--- config.mk ---
export PLATFORM = sky130hd
export DESIGN_NAME = rgb_to_hsl_converter
export DESIGN_NICKNAME = d
export VERILOG_FILES = /design/src/hdl/rgbhsl_pkg.sv /design/src/hdl/rgb_to_hsl_converter.sv /design/src/hdl/rgbhsl_div_stage.sv
export SDC_FILE = /design/constraint.sdc
export NUM_CORES = 1
export LEC_CHECK = 0
export BUFFER_PORTS_ARGS = -buffer_cell sky130_fd_sc_hd__buf_2
export CAP_MARGIN = 20
export CORE_MARGIN = 2
export CORE_UTILIZATION = 45
export DETAILED_ROUTE_END_ITERATION = 8
export GPL_TIMING_DRIVEN = 0
export PLACE_DENSITY = 0.65
export SLEW_MARGIN = 15
export SYNTH_ARGS = -nofsm -noshare
export SYNTH_HDL_FRONTEND = slang
export SYNTH_HIERARCHICAL = 1
export SYNTH_SLANG_ARGS = --single-unit
--- constraint.sdc ---
create_clock -name clock -period 12.55 [get_ports clock]
set_input_delay 2.51 -clock clock [delete_from_list [all_inputs] [get_ports clock]]
set_output_delay 2.51 -clock clock [all_outputs]
set_load 0.05 [all_outputs]
--- src/hdl/rgbhsl_pkg.sv ---
package rgbhsl_pkg;

   typedef struct packed {
      logic valid;
      logic gray;
      logic sat_zero;
   } rgbhsl_ctl_type;

endpackage

--- src/hdl/rgb_to_hsl_converter.sv ---
// Converts one RGB pixel to hue, saturation and lightness in a fully pipelined datapath that
// takes a new item in every clock cycle unless the result side stalls. Lightness is max+min
// exactly; hue and saturation are truncated fractions of FRACTION_BITS bits, with saturation
// reaching exactly one as 2^FRACTION_BITS. One stage finds max, min, sector and divisors, and
// then FRACTION_BITS+1 restoring division stages follow. Each of them produces one quotient
// bit of the saturation divider, and every one after the first also produces one quotient bit
// of the hue divider beside it. A stall on the result side holds every occupied stage, and
// empty stages still fill from the input.
module rgb_to_hsl_converter
   import rgbhsl_pkg::*;
#(
   parameter int COLOR_BITS = 8,
   parameter int FRACTION_BITS = 12,
   localparam int ReqWidth = ((3 * COLOR_BITS + 7) / 8) * 8,
   localparam int RspWidth = ((2 * FRACTION_BITS + COLOR_BITS + 2 + 7) / 8) * 8
) (
   input  logic                clock,
   input  logic                reset,
   input  logic                req_tvalid,
   output logic                req_tready,
   input  logic [ReqWidth-1:0] req_tdata,  // red, green, blue
   output logic                rsp_tvalid,
   input  logic                rsp_tready,
   output logic [RspWidth-1:0] rsp_tdata   // hue, saturation, lightness
);

   localparam int Stages = FRACTION_BITS + 2;
   localparam logic [COLOR_BITS-1:0] Full = '1;
   localparam logic [COLOR_BITS:0] FullTwice = {Full, 1'b0};
   localparam logic [FRACTION_BITS:0] SatOne = {1'b1, {FRACTION_BITS{1'b0}}};

   logic [COLOR_BITS-1:0]    red, green, blue;
   logic [COLOR_BITS-1:0]    mx, mn, range_w, den_w;
   logic [COLOR_BITS:0]      light_w, den_wide;
   logic [COLOR_BITS+2:0]    six_w, num_w;
   rgbhsl_ctl_type           front_ctl;

   rgbhsl_ctl_type           ctl_s     [Stages];
   logic                     rdy_s     [Stages+1];
   logic [COLOR_BITS+2:0]    hue_rem_s [Stages];
   logic [FRACTION_BITS-1:0] hue_quo_s [Stages];
   logic [COLOR_BITS+2:0]    six_s     [Stages];
   logic [COLOR_BITS-1:0]    sat_rem_s [Stages];
   logic [FRACTION_BITS:0]   sat_quo_s [Stages];
   logic [COLOR_BITS-1:0]    den_s     [Stages];
   logic [COLOR_BITS:0]      light_s   [Stages];

   rgbhsl_ctl_type           ctl0_ff;
   logic [COLOR_BITS+2:0]    num_ff;
   logic [COLOR_BITS+2:0]    six_ff;
   logic [COLOR_BITS-1:0]    range_ff;
   logic [COLOR_BITS-1:0]    den_ff;
   logic [COLOR_BITS:0]      light_ff;

   logic [FRACTION_BITS-1:0] rsp_hue;
   logic [FRACTION_BITS:0]   rsp_sat;
   logic [COLOR_BITS:0]      rsp_light;

   assign red   = req_tdata[COLOR_BITS-1:0];
   assign green = req_tdata[2*COLOR_BITS-1:COLOR_BITS];
   assign blue  = req_tdata[3*COLOR_BITS-1:2*COLOR_BITS];

   always_comb begin
      mx = red;
      if (green > mx) mx = green;
      if (blue > mx) mx = blue;
      mn = red;
      if (green < mn) mn = green;
      if (blue < mn) mn = blue;
      range_w = mx - mn;
      light_w = {1'b0, mx} + {1'b0, mn};
      six_w   = {1'b0, range_w, 2'b00} + {2'b00, range_w, 1'b0};

      priority if (blue == mx) begin
         num_w = {1'b0, range_w, 2'b00} + {3'b000, red} - {3'b000, green};
      end else if (green == mx) begin
         num_w = {2'b00, range_w, 1'b0} + {3'b000, blue} - {3'b000, red};
      end else if (green >= blue) begin
         num_w = {3'b000, green - blue};
      end else begin
         num_w = six_w - {3'b000, blue - green};
      end

      den_wide = FullTwice - light_w;
      if (light_w <= {1'b0, Full}) begin
         den_w = light_w[COLOR_BITS-1:0];
      end else begin
         den_w = den_wide[COLOR_BITS-1:0];
      end

      front_ctl.valid    = req_tvalid;
      front_ctl.gray     = (range_w == '0);
      front_ctl.sat_zero = (light_w == '0) || (light_w == FullTwice);
   end

   assign req_tready = !ctl0_ff.valid || rdy_s[1];
   assign rdy_s[0]   = req_tready;

   always_ff @(posedge clock) begin
      if (reset) begin
         ctl0_ff <= '0;
      end else if (req_tready) begin
         ctl0_ff <= front_ctl;
      end
   end

   always_ff @(posedge clock) begin
      if (req_tready && req_tvalid) begin
         num_ff   <= num_w;
         six_ff   <= six_w;
         range_ff <= range_w;
         den_ff   <= den_w;
         light_ff <= light_w;
      end
   end

   assign ctl_s[0]     = ctl0_ff;
   assign hue_rem_s[0] = num_ff;
   assign hue_quo_s[0] = '0;
   assign six_s[0]     = six_ff;
   assign sat_rem_s[0] = range_ff;
   assign sat_quo_s[0] = '0;
   assign den_s[0]     = den_ff;
   assign light_s[0]   = light_ff;

   for (genvar k = 1; k < Stages; k++) begin : g_step
      rgbhsl_div_stage #(
         .COLOR_BITS    (COLOR_BITS),
         .FRACTION_BITS (FRACTION_BITS),
         .FIRST_STEP    (k == 1)
      ) u_step (
         .clock       (clock),
         .reset       (reset),
         .in_ctl      (ctl_s[k-1]),
         .in_ready    (rdy_s[k]),
         .in_hue_rem  (hue_rem_s[k-1]),
         .in_hue_quo  (hue_quo_s[k-1]),
         .in_six      (six_s[k-1]),
         .in_sat_rem  (sat_rem_s[k-1]),
         .in_sat_quo  (sat_quo_s[k-1]),
         .in_den      (den_s[k-1]),
         .in_light    (light_s[k-1]),
         .out_ctl     (ctl_s[k]),
         .out_ready   (rdy_s[k+1]),
         .out_hue_rem (hue_rem_s[k]),
         .out_hue_quo (hue_quo_s[k]),
         .out_six     (six_s[k]),
         .out_sat_rem (sat_rem_s[k]),
         .out_sat_quo (sat_quo_s[k]),
         .out_den     (den_s[k]),
         .out_light   (light_s[k])
      );
   end

   assign rdy_s[Stages] = rsp_tready;

   assign rsp_tvalid = ctl_s[Stages-1].valid;
   assign rsp_hue    = ctl_s[Stages-1].gray ? '0 : hue_quo_s[Stages-1];
   assign rsp_sat    = ctl_s[Stages-1].sat_zero ? '0 : sat_quo_s[Stages-1];
   assign rsp_light  = light_s[Stages-1];
   assign rsp_tdata  = RspWidth'({rsp_light, rsp_sat, rsp_hue});

   a_empty_takes_input: assert property (@(posedge clock) disable iff (reset)
      !rsp_tvalid |-> req_tready)
      else $error("Input stalled while the result stage is empty.");

   a_sat_bound: assert property (@(posedge clock) disable iff (reset)
      rsp_tvalid |-> rsp_sat <= SatOne)
      else $error("Saturation exceeds one.");

   a_extreme_light: assert property (@(posedge clock) disable iff (reset)
      rsp_tvalid && (rsp_light == '0 || rsp_light == FullTwice) |-> rsp_sat == '0)
      else $error("Black or white item has nonzero saturation.");

   a_gray_hue: assert property (@(posedge clock) disable iff (reset)
      rsp_tvalid && rsp_sat == '0 |-> rsp_hue == '0)
      else $error("Gray item has nonzero hue.");

endmodule

--- src/hdl/rgbhsl_div_stage.sv ---
module rgbhsl_div_stage
   import rgbhsl_pkg::*;
#(
   parameter int COLOR_BITS = 8,
   parameter int FRACTION_BITS = 12,
   parameter bit FIRST_STEP = 1'b0
) (
   input  logic                         clock,
   input  logic                         reset,
   input  rgbhsl_ctl_type               in_ctl,
   output logic                         in_ready,
   input  logic [COLOR_BITS+2:0]        in_hue_rem,
   input  logic [FRACTION_BITS-1:0]     in_hue_quo,
   input  logic [COLOR_BITS+2:0]        in_six,
   input  logic [COLOR_BITS-1:0]        in_sat_rem,
   input  logic [FRACTION_BITS:0]       in_sat_quo,
   input  logic [COLOR_BITS-1:0]        in_den,
   input  logic [COLOR_BITS:0]          in_light,
   output rgbhsl_ctl_type               out_ctl,
   input  logic                         out_ready,
   output logic [COLOR_BITS+2:0]        out_hue_rem,
   output logic [FRACTION_BITS-1:0]     out_hue_quo,
   output logic [COLOR_BITS+2:0]        out_six,
   output logic [COLOR_BITS-1:0]        out_sat_rem,
   output logic [FRACTION_BITS:0]       out_sat_quo,
   output logic [COLOR_BITS-1:0]        out_den,
   output logic [COLOR_BITS:0]          out_light
);

   rgbhsl_ctl_type               ctl_ff;
   logic [COLOR_BITS+2:0]        hue_rem_ff, hue_rem_in;
   logic [FRACTION_BITS-1:0]     hue_quo_ff, hue_quo_in;
   logic [COLOR_BITS+2:0]        six_ff;
   logic [COLOR_BITS-1:0]        sat_rem_ff, sat_rem_in;
   logic [FRACTION_BITS:0]       sat_quo_ff, sat_quo_in;
   logic [COLOR_BITS-1:0]        den_ff;
   logic [COLOR_BITS:0]          light_ff;

   logic [COLOR_BITS+3:0]        hue_dbl;
   logic [COLOR_BITS+3:0]        hue_diff;
   logic                         hue_ge;
   logic [COLOR_BITS:0]          sat_cand;
   logic [COLOR_BITS:0]          sat_diff;
   logic                         sat_ge;

   assign in_ready = !ctl_ff.valid || out_ready;

   always_comb begin
      hue_dbl  = {in_hue_rem, 1'b0};
      hue_diff = hue_dbl - {1'b0, in_six};
      hue_ge   = hue_dbl >= {1'b0, in_six};
      if (FIRST_STEP) begin
         hue_rem_in = in_hue_rem;
         hue_quo_in = in_hue_quo;
      end else begin
         hue_rem_in = hue_ge ? hue_diff[COLOR_BITS+2:0] : hue_dbl[COLOR_BITS+2:0];
         hue_quo_in = {in_hue_quo[FRACTION_BITS-2:0], hue_ge};
      end

      if (FIRST_STEP) begin
         sat_cand = {1'b0, in_sat_rem};
      end else begin
         sat_cand = {in_sat_rem, 1'b0};
      end
      sat_diff   = sat_cand - {1'b0, in_den};
      sat_ge     = sat_cand >= {1'b0, in_den};
      sat_rem_in = sat_ge ? sat_diff[COLOR_BITS-1:0] : sat_cand[COLOR_BITS-1:0];
      sat_quo_in = {in_sat_quo[FRACTION_BITS-1:0], sat_ge};
   end

   always_ff @(posedge clock) begin
      if (reset) begin
         ctl_ff <= '0;
      end else if (in_ready) begin
         ctl_ff <= in_ctl;
      end
   end

   always_ff @(posedge clock) begin
      if (in_ready && in_ctl.valid) begin
         hue_rem_ff <= hue_rem_in;
         hue_quo_ff <= hue_quo_in;
         six_ff     <= in_six;
         sat_rem_ff <= sat_rem_in;
         sat_quo_ff <= sat_quo_in;
         den_ff     <= in_den;
         light_ff   <= in_light;
      end
   end

   assign out_ctl     = ctl_ff;
   assign out_hue_rem = hue_rem_ff;
   assign out_hue_quo = hue_quo_ff;
   assign out_six     = six_ff;
   assign out_sat_rem = sat_rem_ff;
   assign out_sat_quo = sat_quo_ff;
   assign out_den     = den_ff;
   assign out_light   = light_ff;

endmodule

==> results.yml <==
critical_path:
  crit_required_ns: 10.04
  crit_path_start: "rsp_tready"
  slowest_delay_ns: 0.44
  cp-end-kind: "primary output"
  crit_type: "input port to primary output"
  crit_family: "simple AND/OR/NAND/NOR gates"
  worstPathArrival_ns: 9.40
  cp_slowest_cell: "nor2b_1"
  critPathBufInv: 16
  crit_top_cell: "inv_1"
  startpoint_type: "input port"
  worstPathMaxFanout: 5
  r2r-start: "g_step[13].u_step/out_ctl[2]$_SDFFE_PP0N_"
  reg2reg_slack_ns: 4.85
power:
  power_frac_seq: 0.408
  combinationalPowerShare: 0.295
  clkPwrFrac: 0.297
  p_total_mw: 8.015
  p_sw_frac: 0.2988
  p_int_mw: 5.620
  ir_drop_v: 0.0001379
  p_switching_mw: 2.395
  p_per_area_nw_per_um2: 162.3
  p_leak_nw: 18.78
global_route:
  grt-ovfl-total: 0
  grt_util_all_layers: 0.1657
  grt_max_degree: 43
  grt_pass1_vias: 27450
  antenna_found_initial: 0
  grt_first_pass_wirelength_um: 137500
sta:
  setup-violations-final: 0
  period_minus_slack_ns: 11.91
  max_freq_mhz: 83.97
  skew_ns: 0.01809
  post-route-period-util: 0.9490
  rsz0062_at_grt: "false"
  relSlewSlack: 0.3031
  tightestPinTransition_ns: 1.038
  slew_viol_final: 0
  hold_viol_final: 0
cts:
  cts_sinks: 827
  clk_latency_ns: 0.64
  cts-root-buf: "clkbuf_16"
  htreeDepth: 3
  hold_buffers: 0
  path_clk_slew_ns: 0.06
  cts_setup_buffers: 0
  cts_made_buffers: 83
  tritoncts: "built"
  cts_buffer_depth: 3
run:
  drv_cap: 0
placed_design:
  io_buffers: 63
  globalplace.congestion: 0.9104
  dp_hpwl_um: 63570
  dpl.cell_count: 4924
route:
  drt-total-wl_um: 83110
  wire_per_inst_um: 16.40
  vias_per_cell: 5.333
  drt_iter0_drc: 1422
  vias: 27030
  firstDrtPassIters: 5
  final_antenna_net_count: 0
  drc: 0
cells_and_area:
  regArea_um2: 24410
  diodes: 0
  drive_gt1_frac: 0.1219
  fillCellCount: 8465
  multi_input_area_um2: 18190
  final_cells: 5069
  area_growth_pct: 11.53
  nets: 4125
die:
  io_pins: 70
  rows: 115
  coreArea_um2: 97990
  fp.dieW_um: 317.7
  die_h_um: 317.7
  initial_core_util: 0.4518
  die_area_um2: 100900
synthesis:
  syn_area_um2: 44270
  netlist_instances: 3547
  yosysWarnings: 6
  avgSynthCellArea_um2: 12.48
outcome:
  status: "complete, no violations"
worst_hold_path:
  hold_path_class: "flip-flop to flip-flop"
  hold_path.startpoint: "g_step[4].u_step/out_sat_quo[1]$_DFFE_PP_"
## registers in the layout, summed over array words and instances (netlist names), 9 cells and up
signal                     flops
g_step.u_step/out_six        132
g_step.u_step/out_sat_quo     91
g_step.u_step/out_sat_rem     96
g_step.u_step/out_light      117
g_step.u_step/out_den         96
num_ff                        11
g_step.u_step/out_ctl         39
g_step.u_step/out_hue_rem    132
six_ff                         9
g_step.u_step/out_hue_quo     78
## final timing paths
check                                                                  to  cells after the start
worst max register to register                        six_ff[3]$_DFFE_PP_                     30
worst min-delay path            g_step[5].u_step/out_sat_quo[2]$_DFFE_PP_                      0
worst max-delay path                                           req_tready                     30
worst min register to register  g_step[5].u_step/out_sat_quo[2]$_DFFE_PP_                      0
## layout by cell type (no fill, tap or decap), drive strengths merged, types with 30 or more instances in the layout
master,count
a211oi,50
a21oi,200
and3,34
buf,113
clkbuf,99
clkinv,39
dfxtp,42
edfxtp,785
fa,45
ha,330
inv,431
mux2,118
mux2i,88
nand2,120
nand2b,30
nand3,95
nor2,248
nor2b,121
nor3,32
o211ai,39
o21a,39
o21ai,101
o31a,34
o31ai,35
xnor2,112
xor2,32
## final cells by class
class,instances,area share
timing repair buffer,84,0.01490
tap,1287,0.03261
inverter,426,0.03243
clock buffer,91,0.04267
clock inverter,54,0.01036
sequential,827,0.4944
buffer,37,0.004206
multi-input combinational,2263,0.3684
## through the flow
step	setup slack, ns	setup TNS, ns	util	area (µm²)	hold WS [ns]
final	0.6403	0	0.5039	49380	0.4083
after global routing	0.03053	0	0.5039	49380	0.4162
after CTS	0.1340	0	0.5038	49370	0.3926
after detailed placement	-0.2640	-0.2640	0.4770	46740	0.4045
after global placement	0.8629	0	0.4717	46220	0.4003
after floorplan	2.392	0	-	44300	0.4003
## power by group through the flow
stage                     clock, mW  sequential (mW)  combinational, mW
after floorplan                   0             3.31               1.85
after global placement            0             3.33               2.31
after detailed placement          0             3.33               2.35
after CTS                      2.46             3.27               2.37
after global routing           2.57             3.28               2.64
final                          2.38             3.27               2.36
## per-layer routing
layer,global-route usage,vias up,wire [µm]
met3,0.02331,195,2835
met1,0.1873,12850,33940
met4,0.07767,0,3510
met2,0.3073,490,42830
met5,0,-,0
li1,-,13500,-
## timing repair
item                                    in CTS  in global routing
hold endpoints to repair                     0                  0
gates resized for setup                      3                  4
endpoints found under the setup margin       1                  1
Power figures use the tool's default switching activity.
